$ cat config.mk
export PLATFORM = sky130hd
export DESIGN_NAME = masked_signature_scanner_flat
export DESIGN_NICKNAME = d
export VERILOG_FILES = /design/src/design/mss_pkg.sv /design/src/design/mss_if.sv /design/src/design/masked_signature_scanner.sv /design/src/design/mss_cfg_regs.sv /design/src/design/mss_scan.sv /design/src/design/mss_res_fifo.sv /design/src/flat_wrapper.sv
export SDC_FILE = /design/constraint.sdc
export NUM_CORES = 2
export LEC_CHECK = 0
export BUFFER_PORTS_ARGS = -buffer_cell sky130_fd_sc_hd__buf_2
export CAP_MARGIN = 30
export CORE_MARGIN = 2
export CORE_UTILIZATION = 35
export DETAILED_ROUTE_END_ITERATION = 8
export MAX_ROUTING_LAYER = met4
export SETUP_SLACK_MARGIN = 0.4
export SLEW_MARGIN = 20
export SYNTH_ARGS = -nofsm -noshare
export SYNTH_HDL_FRONTEND = slang
export SYNTH_HIERARCHICAL = 1
export SYNTH_SLANG_ARGS = --single-unit
$ cat constraint.sdc
create_clock -name clk -period 17.64 [get_ports clk]
set_clock_uncertainty 0.15 [all_clocks]
set_input_delay 1.764 -clock clk [delete_from_list [all_inputs] [get_ports clk]]
set_output_delay 1.764 -clock clk [all_outputs]
set_load 0.02 [all_outputs]
$ cat src/design/mss_pkg.sv
// shared types, constants and register codes for the masked signature scanner
// no dependencies
package mss_pkg;

	localparam int MAX_PATTERN_BYTES = 16;
	localparam int ADDR_BITS         = 32;
	localparam int SCAN_STRIDE       = 4;

	localparam int BYTE_W   = 8;
	localparam int REG_W    = 64;
	localparam int LEN_W    = 5;
	localparam int TGT_W    = 4;
	localparam int LIMIT_W  = 16;
	localparam int CNT_W    = 16;
	localparam int POS_W    = 32;
	localparam int STATUS_W = 3;
	localparam int CFG_IDX_W = 3;

	localparam int RES_DEPTH   = 4;
	localparam int RES_PTR_W   = $clog2(RES_DEPTH);
	localparam int RES_CNT_W   = $clog2(RES_DEPTH + 1);

	localparam logic [LIMIT_W-1:0] LIMIT_RESET = LIMIT_W'(2);

	typedef enum logic [CFG_IDX_W-1:0] {
		REG_PATTERN_LOW    = 3'd0,
		REG_PATTERN_HIGH   = 3'd1,
		REG_MASK_LOW       = 3'd2,
		REG_MASK_HIGH      = 3'd3,
		REG_PATTERN_LENGTH = 3'd4,
		REG_TARGET_OFFSET  = 3'd5,
		REG_MATCH_LIMIT    = 3'd6
	} cfg_reg_t;

	typedef enum logic [STATUS_W-1:0] {
		ST_UNIQUE   = 3'd0,
		ST_NONE     = 3'd1,
		ST_MULTIPLE = 3'd2,
		ST_INVALID  = 3'd3,
		ST_NO_FIXED = 3'd4
	} status_t;

	typedef enum logic {
		KIND_MATCH   = 1'b0,
		KIND_SUMMARY = 1'b1
	} kind_t;

	typedef struct packed {
		logic [REG_W-1:0]   pattern_low;
		logic [REG_W-1:0]   pattern_high;
		logic [REG_W-1:0]   mask_low;
		logic [REG_W-1:0]   mask_high;
		logic [LEN_W-1:0]   pattern_length;
		logic [TGT_W-1:0]   target_offset;
		logic [LIMIT_W-1:0] match_limit;
	} cfg_t;

	typedef struct packed {
		kind_t         kind;
		logic [POS_W-1:0] position;
		logic [CNT_W-1:0] match_count;
		status_t       status;
		logic          last_result;
	} res_t;

	// v1 is only set together with v0
	typedef struct packed {
		logic v0;
		logic v1;
		res_t r0;
		res_t r1;
	} res_push_t;

endpackage

$ cat src/design/mss_if.sv
// item channels of the masked signature scanner: input bytes and results
// depends on mss_pkg
interface mss_in_if;
	import mss_pkg::*;

	logic              valid;
	logic              ready;
	logic [BYTE_W-1:0] data_byte;
	logic              last_byte;

	modport source (output valid, data_byte, last_byte, input ready);
	modport sink (input valid, data_byte, last_byte, output ready);
endinterface

interface mss_out_if;
	import mss_pkg::*;

	logic                valid;
	logic                ready;
	logic                kind;
	logic [POS_W-1:0]    position;
	logic [CNT_W-1:0]    match_count;
	logic [STATUS_W-1:0] status;
	logic                last_result;

	modport source (output valid, kind, position, match_count, status, last_result,
		input ready);
	modport sink (input valid, kind, position, match_count, status, last_result,
		output ready);
endinterface

$ cat src/design/masked_signature_scanner.sv
// Masked signature scanner, top level: one byte item in, match and summary items out.
// Takes one byte per cycle while the result queue has room; an item is registered,
// compared against the 16-byte window from that register and its results land in
// a four-entry result queue. The result port gives one item per cycle while the sink
// is ready, so a buffer's last byte that also matches yields both a match and a
// summary item; input is held off only when that queue has fewer than two free entries.
// Depends on mss_pkg, mss_if, mss_cfg_regs, mss_scan and mss_res_fifo.
module masked_signature_scanner (
	input  logic                          clk,
	input  logic                          arst_n,
	input  logic                          cfg_we,
	input  logic [mss_pkg::CFG_IDX_W-1:0] cfg_index,
	input  logic [mss_pkg::REG_W-1:0]     cfg_wdata,
	mss_in_if.sink                        src,
	mss_out_if.source                     dst
);
	import mss_pkg::*;

	cfg_t      cfg;
	res_push_t push;
	res_t      out_res;
	logic      room;

	mss_cfg_regs u_cfg (
		.clk       (clk),
		.arst_n    (arst_n),
		.cfg_we    (cfg_we),
		.cfg_index (cfg_index),
		.cfg_wdata (cfg_wdata),
		.cfg       (cfg)
	);

	mss_scan u_scan (
		.clk          (clk),
		.arst_n       (arst_n),
		.cfg          (cfg),
		.in_valid     (src.valid),
		.in_ready     (src.ready),
		.in_data_byte (src.data_byte),
		.in_last_byte (src.last_byte),
		.room         (room),
		.push         (push)
	);

	mss_res_fifo u_fifo (
		.clk       (clk),
		.arst_n    (arst_n),
		.push      (push),
		.room      (room),
		.out_valid (dst.valid),
		.out_ready (dst.ready),
		.out_res   (out_res)
	);

	assign dst.kind        = out_res.kind;
	assign dst.position    = out_res.position;
	assign dst.match_count = out_res.match_count;
	assign dst.status      = out_res.status;
	assign dst.last_result = out_res.last_result;

endmodule

$ cat src/design/mss_cfg_regs.sv
// configuration register file of the masked signature scanner
// depends on mss_pkg
module mss_cfg_regs (
	input  logic                          clk,
	input  logic                          arst_n,
	input  logic                          cfg_we,
	input  logic [mss_pkg::CFG_IDX_W-1:0] cfg_index,
	input  logic [mss_pkg::REG_W-1:0]     cfg_wdata,
	output mss_pkg::cfg_t                 cfg
);
	import mss_pkg::*;

	cfg_t cfg_q;

	always_ff @(posedge clk or negedge arst_n) begin
		if (!arst_n) begin
			cfg_q <= '{match_limit: LIMIT_RESET, default: '0};
		end else if (cfg_we) begin
			unique case (cfg_reg_t'(cfg_index))
				REG_PATTERN_LOW:    cfg_q.pattern_low    <= cfg_wdata;
				REG_PATTERN_HIGH:   cfg_q.pattern_high   <= cfg_wdata;
				REG_MASK_LOW:       cfg_q.mask_low       <= cfg_wdata;
				REG_MASK_HIGH:      cfg_q.mask_high      <= cfg_wdata;
				REG_PATTERN_LENGTH: cfg_q.pattern_length <= cfg_wdata[LEN_W-1:0];
				REG_TARGET_OFFSET:  cfg_q.target_offset  <= cfg_wdata[TGT_W-1:0];
				REG_MATCH_LIMIT:    cfg_q.match_limit    <= cfg_wdata[LIMIT_W-1:0];
				default: ;
			endcase
		end
	end

	assign cfg = cfg_q;

endmodule

$ cat src/design/mss_scan.sv
// input register, sliding window, masked compare and scan state
// depends on mss_pkg
module mss_scan (
	input  logic                       clk,
	input  logic                       arst_n,
	input  mss_pkg::cfg_t              cfg,
	input  logic                       in_valid,
	output logic                       in_ready,
	input  logic [mss_pkg::BYTE_W-1:0] in_data_byte,
	input  logic                       in_last_byte,
	input  logic                       room,
	output mss_pkg::res_push_t         push
);
	import mss_pkg::*;

	localparam int WIN_W = MAX_PATTERN_BYTES * BYTE_W;

	logic                                   valid_s1;
	logic [BYTE_W-1:0]                      byte_s1;
	logic                                   last_s1;

	logic [MAX_PATTERN_BYTES-1:0][BYTE_W-1:0] win_q;
	logic [ADDR_BITS-1:0]                   pos_q;
	logic [CNT_W-1:0]                       found_q;
	logic                                   limit_q;

	logic                                   adv;
	logic [MAX_PATTERN_BYTES-1:0][BYTE_W-1:0] win_shift;
	logic [MAX_PATTERN_BYTES-1:0][BYTE_W-1:0] aligned;
	logic [MAX_PATTERN_BYTES-1:0][BYTE_W-1:0] pat;
	logic [MAX_PATTERN_BYTES-1:0][BYTE_W-1:0] msk;
	logic [MAX_PATTERN_BYTES-1:0]           used;
	logic [MAX_PATTERN_BYTES-1:0]           byte_ok;
	logic [LEN_W-1:0]                       len;
	logic [LEN_W-1:0]                       shamt;
	logic                                   invalid;
	logic                                   fixed;
	logic                                   any_mask;
	logic [ADDR_BITS-1:0]                   seen;
	logic [ADDR_BITS-1:0]                   start;
	logic                                   try_cmp;
	logic                                   hit;
	logic [CNT_W-1:0]                       found_next;
	logic                                   limit_next;
	status_t                                sum_status;
	res_t                                   match_res;
	res_t                                   sum_res;

	assign adv      = valid_s1 && room;
	assign in_ready = !valid_s1 || adv;

	always_ff @(posedge clk or negedge arst_n) begin
		if (!arst_n) begin
			valid_s1 <= 1'b0;
		end else if (in_ready) begin
			valid_s1 <= in_valid;
		end
	end

	always_ff @(posedge clk) begin
		if (in_ready && in_valid) begin
			byte_s1 <= in_data_byte;
			last_s1 <= in_last_byte;
		end
	end

	// signature check, from configuration only
	always_comb begin
		len      = cfg.pattern_length;
		pat      = {cfg.pattern_high, cfg.pattern_low};
		msk      = {cfg.mask_high, cfg.mask_low};
		any_mask = 1'b0;
		for (int i = 0; i < MAX_PATTERN_BYTES; i++) begin
			used[i]  = LEN_W'(i) < len;
			any_mask = any_mask | (used[i] && (msk[i] != '0));
		end
		invalid = (len == '0) || (len > LEN_W'(MAX_PATTERN_BYTES)) ||
			(cfg.match_limit == '0) || ({1'b0, cfg.target_offset} >= len);
		fixed   = !invalid && any_mask;
	end

	// window compare, newest byte at the top
	always_comb begin
		win_shift = {byte_s1, win_q[MAX_PATTERN_BYTES-1:1]};
		shamt     = LEN_W'(MAX_PATTERN_BYTES) - len;
		aligned   = WIN_W'(win_shift >> {shamt, 3'b000});
		for (int i = 0; i < MAX_PATTERN_BYTES; i++) begin
			byte_ok[i] = !used[i] || (((aligned[i] ^ pat[i]) & msk[i]) == '0);
		end
		seen    = pos_q + ADDR_BITS'(1);
		start   = seen - ADDR_BITS'(len);
		try_cmp = fixed && !limit_q && (seen >= ADDR_BITS'(len)) &&
			((start % SCAN_STRIDE) == '0);
		hit     = try_cmp && (&byte_ok);
	end

	always_comb begin
		found_next = hit ? found_q + CNT_W'(1) : found_q;
		limit_next = limit_q || (hit && (found_next == cfg.match_limit));

		if (invalid)
			sum_status = ST_INVALID;
		else if (!fixed)
			sum_status = ST_NO_FIXED;
		else if (found_next == '0)
			sum_status = ST_NONE;
		else if (found_next == CNT_W'(1))
			sum_status = ST_UNIQUE;
		else
			sum_status = ST_MULTIPLE;

		match_res.kind        = KIND_MATCH;
		match_res.position    = POS_W'(start + ADDR_BITS'(cfg.target_offset));
		match_res.match_count = found_next;
		match_res.status      = ST_UNIQUE;
		match_res.last_result = !last_s1;

		sum_res.kind          = KIND_SUMMARY;
		sum_res.position      = '0;
		sum_res.match_count   = found_next;
		sum_res.status        = sum_status;
		sum_res.last_result   = 1'b1;

		push.v0 = adv && (hit || last_s1);
		push.v1 = adv && hit && last_s1;
		push.r0 = hit ? match_res : sum_res;
		push.r1 = sum_res;
	end

	always_ff @(posedge clk or negedge arst_n) begin
		if (!arst_n) begin
			win_q   <= '0;
			pos_q   <= '0;
			found_q <= '0;
			limit_q <= 1'b0;
		end else if (adv) begin
			if (last_s1) begin
				win_q   <= '0;
				pos_q   <= '0;
				found_q <= '0;
				limit_q <= 1'b0;
			end else begin
				win_q   <= win_shift;
				pos_q   <= seen;
				found_q <= found_next;
				limit_q <= limit_next;
			end
		end
	end

	a_clear_after_last: assert property (@(posedge clk) disable iff (!arst_n)
		adv && last_s1 |=> pos_q == '0 && found_q == '0 && !limit_q)
		else $error("scan state not cleared after last item");

	a_limit_has_count: assert property (@(posedge clk) disable iff (!arst_n)
		limit_q |-> found_q != '0)
		else $error("limit flag set with zero count");

	a_no_hit_when_stopped: assert property (@(posedge clk) disable iff (!arst_n)
		limit_q || !fixed |-> !hit)
		else $error("match reported past limit or without fixed bits");

	a_second_is_summary: assert property (@(posedge clk) disable iff (!arst_n)
		push.v1 |-> push.v0 && push.r0.kind == KIND_MATCH)
		else $error("second result without a preceding match");

endmodule

$ cat src/design/mss_res_fifo.sv
// four-entry result queue, takes up to two results per cycle, gives one
// depends on mss_pkg
module mss_res_fifo (
	input  logic               clk,
	input  logic               arst_n,
	input  mss_pkg::res_push_t push,
	output logic               room,
	output logic               out_valid,
	input  logic               out_ready,
	output mss_pkg::res_t      out_res
);
	import mss_pkg::*;

	res_t [RES_DEPTH-1:0] mem_q;
	logic [RES_PTR_W-1:0] wr_q;
	logic [RES_PTR_W-1:0] rd_q;
	logic [RES_CNT_W-1:0] cnt_q;
	logic                 pop;
	logic [RES_CNT_W-1:0] n_push;
	logic [RES_PTR_W-1:0] wr_next1;

	assign pop       = out_valid && out_ready;
	assign out_valid = cnt_q != '0;
	assign out_res   = mem_q[rd_q];
	assign room      = cnt_q <= RES_CNT_W'(RES_DEPTH - 2);
	assign n_push    = RES_CNT_W'(push.v0) + RES_CNT_W'(push.v1);
	assign wr_next1  = wr_q + RES_PTR_W'(1);

	always_ff @(posedge clk) begin
		if (push.v0)
			mem_q[wr_q] <= push.r0;
		if (push.v1)
			mem_q[wr_next1] <= push.r1;
	end

	always_ff @(posedge clk or negedge arst_n) begin
		if (!arst_n) begin
			wr_q  <= '0;
			rd_q  <= '0;
			cnt_q <= '0;
		end else begin
			wr_q  <= wr_q + RES_PTR_W'(n_push);
			rd_q  <= rd_q + RES_PTR_W'(pop);
			cnt_q <= cnt_q + n_push - RES_CNT_W'(pop);
		end
	end

	a_cnt_bound: assert property (@(posedge clk) disable iff (!arst_n)
		cnt_q <= RES_CNT_W'(RES_DEPTH))
		else $error("result queue overflow");

	a_push_needs_room: assert property (@(posedge clk) disable iff (!arst_n)
		push.v0 |-> room)
		else $error("result pushed without room");

	a_empty_ptrs: assert property (@(posedge clk) disable iff (!arst_n)
		cnt_q == '0 |-> rd_q == wr_q)
		else $error("empty queue with pointers apart");

endmodule

$ cat src/flat_wrapper.sv
// flat-port wrapper written by rule: the top's interface ports become plain ports
module masked_signature_scanner_flat import mss_pkg::*;
  (clk, arst_n, cfg_we, cfg_index, cfg_wdata, src_valid, src_data_byte, src_last_byte, src_ready, dst_valid, dst_kind, dst_position, dst_match_count, dst_status, dst_last_result, dst_ready);
  mss_in_if src_i ();
  mss_out_if dst_i ();
  input  logic clk;
  input  logic arst_n;
  input  logic cfg_we;
  input  logic [mss_pkg::CFG_IDX_W-1:0] cfg_index;
  input  logic [mss_pkg::REG_W-1:0] cfg_wdata;
  input wire logic [$bits(src_i.valid)-1:0] src_valid;
  input wire logic [$bits(src_i.data_byte)-1:0] src_data_byte;
  input wire logic [$bits(src_i.last_byte)-1:0] src_last_byte;
  output wire logic [$bits(src_i.ready)-1:0] src_ready;
  output wire logic [$bits(dst_i.valid)-1:0] dst_valid;
  output wire logic [$bits(dst_i.kind)-1:0] dst_kind;
  output wire logic [$bits(dst_i.position)-1:0] dst_position;
  output wire logic [$bits(dst_i.match_count)-1:0] dst_match_count;
  output wire logic [$bits(dst_i.status)-1:0] dst_status;
  output wire logic [$bits(dst_i.last_result)-1:0] dst_last_result;
  input wire logic [$bits(dst_i.ready)-1:0] dst_ready;
  assign src_i.valid = src_valid;
  assign src_i.data_byte = src_data_byte;
  assign src_i.last_byte = src_last_byte;
  assign src_ready = src_i.ready;
  assign dst_valid = dst_i.valid;
  assign dst_kind = dst_i.kind;
  assign dst_position = dst_i.position;
  assign dst_match_count = dst_i.match_count;
  assign dst_status = dst_i.status;
  assign dst_last_result = dst_i.last_result;
  assign dst_i.ready = dst_ready;
  masked_signature_scanner u_core (.clk(clk), .arst_n(arst_n), .cfg_we(cfg_we), .cfg_index(cfg_index), .cfg_wdata(cfg_wdata), .src(src_i), .dst(dst_i));
endmodule
==> implementation parameters <==
Parameter                              Value

Finish
  Share of post-route cells with drive strength above 1    17.90%
  Area of the multi-input gates    23,130 µm²
  Fraction of the core area covered by cells at the end of the flow    38.67%
  Synth-to-layout area growth    9.413%
  Post-layout net count    4,480
  Final instance area    45,050 µm²
  Area taken by flip-flops and latches    15,990 µm²
  Post-route non-filler standard cell count    5,966
  Number of filler cells placed in the layout    11,540

Synthesis
  Total number of yosys warnings    6
  Predominant post-synthesis flop cell    dfrtp_1
  Avg Cell Area, Syn    9.266 µm²
  Number of synthesized register bits    679
  Post-synth top cells    nand2_1 (893), dfrtp_1 (457), nor2_1 (348)
  Dominant cell by count in the synthesized netlist    nand2_1
  Fraction of registers with async set/reset    67.45%
  Yosys top cell by area    dfrtp_1
  Register area share after synthesis    38.80%
  Synth top area share    27.77%
  Synth Cell Area    41,180 µm²
  Count of flip-flops with a built-in enable after synthesis    9
  Number of instances in the synthesized netlist    4,444
  Count of cell types in the netlist    109
  Synth top area cells    dfrtp_1 (28%), dfxtp_1 (10%), nand2_1 (8.1%), mux2_2 (5.9%), mux4_2 (4.8%)

Timing
  Shortest clock period the worst path allows after layout    10.51 ns
  Worst Tran Pin Value    1.035 ns
  Final cycle utilization of the critical path    59.56%
  Count of final hold-check violations    0
  Max Freq    95.18 MHz
  # setup viols final    0
  RSZ-0062 raised after global routing    false
  Slew Limit Fails    0
  Fin Setup TNS    0 ns
  Headroom to the max-slew limit    30.75%

Pwr
  Combinational share of power    40.9%
  Net switching power    2.697 mW
  Switching Share    41.04%
  Maximum VDD drop    108.4 µV
  Internal Power    3.874 mW
  Share of power burned in registers    34.9%
  Leakage power total    18.39 nW
  Total power    6.570 mW
  Clk pwr share    24.2%
  Pwr/cell area    145.8 nW/µm²

Floorplan
  Total Die Area    120,400 µm²
  Floorplan die width    347.0 µm
  Vert. Die Dim    347.0 µm
  Std cell rows    125
  IO Count    136
  Effective utilization at floorplan    35.34%
  Core area    116,500 µm²

Placed design
  Global placer's final weighted congestion    0.9710
  Cells after DPL    5,815
  HPWL after DPL    95,550 µm
  Port buffer count    135
  Total placed instance area    42,440 µm²

Drt
  First drt pass iteration count    6
  Per-cell via count in the routed design    5.729
  Count of routing violations after the opening detailed-route iteration    3,636
  Per-cell routed wire length    22.93 µm
  Detailed-route via count    34,180
  Highest signal layer in the routed design    met4
  Met1 Wirelength    60,870 µm
  WL met2    59,270 µm
  Routed Wire Length    136,800 µm
  Residual DRC    0
  Met3 wirelength from detailed routing    11,110 µm
  Post-route antenna net violation count    0

GRT
  Number of antenna violations at the first check in global routing    19
  Vias in the first global route    31,850
  GR Overflow Total    0
  All-Layer GR Usage    22.76%
  Global-route wire length before repair    207,200 µm
  Pin count of the biggest net entering global routing    244

Setup path
  Launching element type of the critical path    register
  Max Fanout on Critical Path    63
  Start-to-end type of the worst setup path    register to register
  Crit path arrival time    10.91 ns
  Worst endpoint required time    18.05 ns
  Worst Setup End Kind    register

CTS
  Clock tree from TritonCTS    done
  Post-CTS setup buffer count    0
  Number of buffers inserted during clock tree synthesis    75
  CTS sink count    679
  Count of H-tree levels built during CTS    3
  CTS root buffer    clkbuf_16
  Skew-Pair Late Insertion Delay    0.66 ns
  PostCTS Resize Cnt    0
  Maximum number of buffers from clock root to sink    3
  Clock transition at the register clock pins on the worst setup and hold paths after CTS    0.06 ns
  Hold bufs inserted after CTS    0

Run status
  Outcome    completed

Job
  Reported max-cap violation count    0

Worst hold path
  Class of the worst hold path    register to register
[cells in the final DEF, fill, tap and decap left out, types with 43 or more instances in the layout]
| master | Yosys | routed |
|---|---|---|
| nand3_1 | 55 | 53 |
| a22oi_1 | 50 | 50 |
| nor3_1 | 67 | 67 |
| mux4_2 | 88 | 88 |
| o21ai_0 | 213 | 213 |
| mux2_4 | 120 | 120 |
| buf_2 | 104 | 135 |
| a21oi_1 | 80 | 80 |
| nor4_1 | 58 | 58 |
| nand2_1 | 893 | 892 |
| a31oi_1 | 232 | 232 |
| xor2_1 | 83 | 83 |
| nor2_1 | 348 | 348 |
| mux2i_1 | 161 | 161 |
| buf_4 | 78 | 46 |
| inv_1 | 64 | 64 |
| dfxtp_1 | 212 | 212 |
| mux2_2 | 215 | 215 |
| clkbuf_16 | 0 | 76 |
| o22ai_1 | 43 | 43 |
| dfrtp_1 | 457 | 454 |
| xnor2_1 | 100 | 100 |
[flip-flops by register name (all words and copies together), names as in the netlist]
signal,count
u_core/u_scan/limit_q,1
u_core/u_scan/last_s1,1
u_core/u_scan/valid_s1,1
u_core/u_scan/found_q,16
u_core/u_cfg/cfg,281
u_core/u_fifo/wr_q,2
u_core/u_scan/win_q,120
u_core/u_fifo/mem_q,212
u_core/u_fifo/cnt_q,3
u_core/u_scan/pos_q,32
u_core/u_scan/byte_s1,8
u_core/u_fifo/rd_q,2
[power by group through the flow]
stage / clock network, mW / registers (mW) / logic (mW)
after detailed placement: 0 / 2.31 / 2.63
after global placement: 0 / 2.30 / 2.60
after CTS: 1.62 / 2.28 / 2.64
after global routing: 1.68 / 2.34 / 2.86
after floorplan: 0 / 2.13 / 1.99
final: 1.59 / 2.29 / 2.69
[stage by stage]
step / worst slack [ns] / hold WS (ns)
6_report: 7.134 / 0.3188
5_1_grt: 6.791 / 0.3290
4_1_cts: 7.076 / 0.3194
3_5_place_dp: 7.140 / 0.3111
3_3_place_gp: 7.117 / 0.3011
2_1_floorplan: 9.979 / 0.2873
[layer usage]
metal | up-vias | global-route usage [%]
li1 | 15730 | -
met1 | 16700 | 31.04
met2 | 1474 | 33.04
met3 | 273 | 4.800
met4 | 0 | 8.536
met5 | - | -
[cell type report]
class                      count  area share [%]
clock buffer                 103           4.802
timing repair buffer         193           2.838
tap                         1524           4.232
multi-input combinational   3359           51.33
clock inverter                29          0.6859
sequential                   679           35.48
antenna                       13         0.07220
inverter                      66          0.5554
[final timing paths]
kind	cells after the start	slack [ns]	start	to
setup / recovery	24	7.13	u_core/u_cfg/cfg[20]$_DFFE_PN0P_	u_core/u_fifo/cnt_q[2]$_DFF_PN0_
hold / removal	2	0.32	u_core/u_fifo/mem_q[113]$_DFF_P_	u_core/u_fifo/mem_q[113]$_DFF_P_
setup reg to reg	24	7.13	u_core/u_cfg/cfg[20]$_DFFE_PN0P_	u_core/u_fifo/cnt_q[2]$_DFF_PN0_
hold reg to reg	2	0.32	u_core/u_fifo/mem_q[113]$_DFF_P_	u_core/u_fifo/mem_q[113]$_DFF_P_
max in group asynchronous	6	13.95	arst_n	u_core/u_scan/win_q[95]$_DFFE_PN0P_
min in group asynchronous	1	1.00	arst_n	u_core/u_cfg/cfg[181]$_DFFE_PN0P_
[critical path: stages (launching register included)]
cell and delay [ns]:
dfrtp_4 0.91, inv_2 0.43, ha_4 1.00, buf_4 0.77, buf_4 0.66, mux4_2 0.61
and2_1 0.19, o21ai_0 0.69, xnor2_1 0.13, a22o_1 0.27, a221oi_1 0.25, a31oi_1 0.27
nand3b_1 0.23, or4b_1 0.49, or3_2 0.55, buf_4 0.35, a21oi_1 0.77, ha_1 0.39
inv_1 0.07, ha_1 0.11, inv_1 0.04, ha_1 0.18, fa_1 0.38, xnor2_1 0.22
xnor2_1 0.14
[cell families after synthesis]
group,synth area share (%)
XOR/XNOR,3.999
adder cells (fa/ha/maj),0.8143
AO/OA/AOI/OAI,13.47
buffers and inverters,5.633
other,0.01824
flip-flops,38.80
multiplexers,18.98
AND/OR/NAND/NOR,18.28
Power figures use the tool's default switching activity.
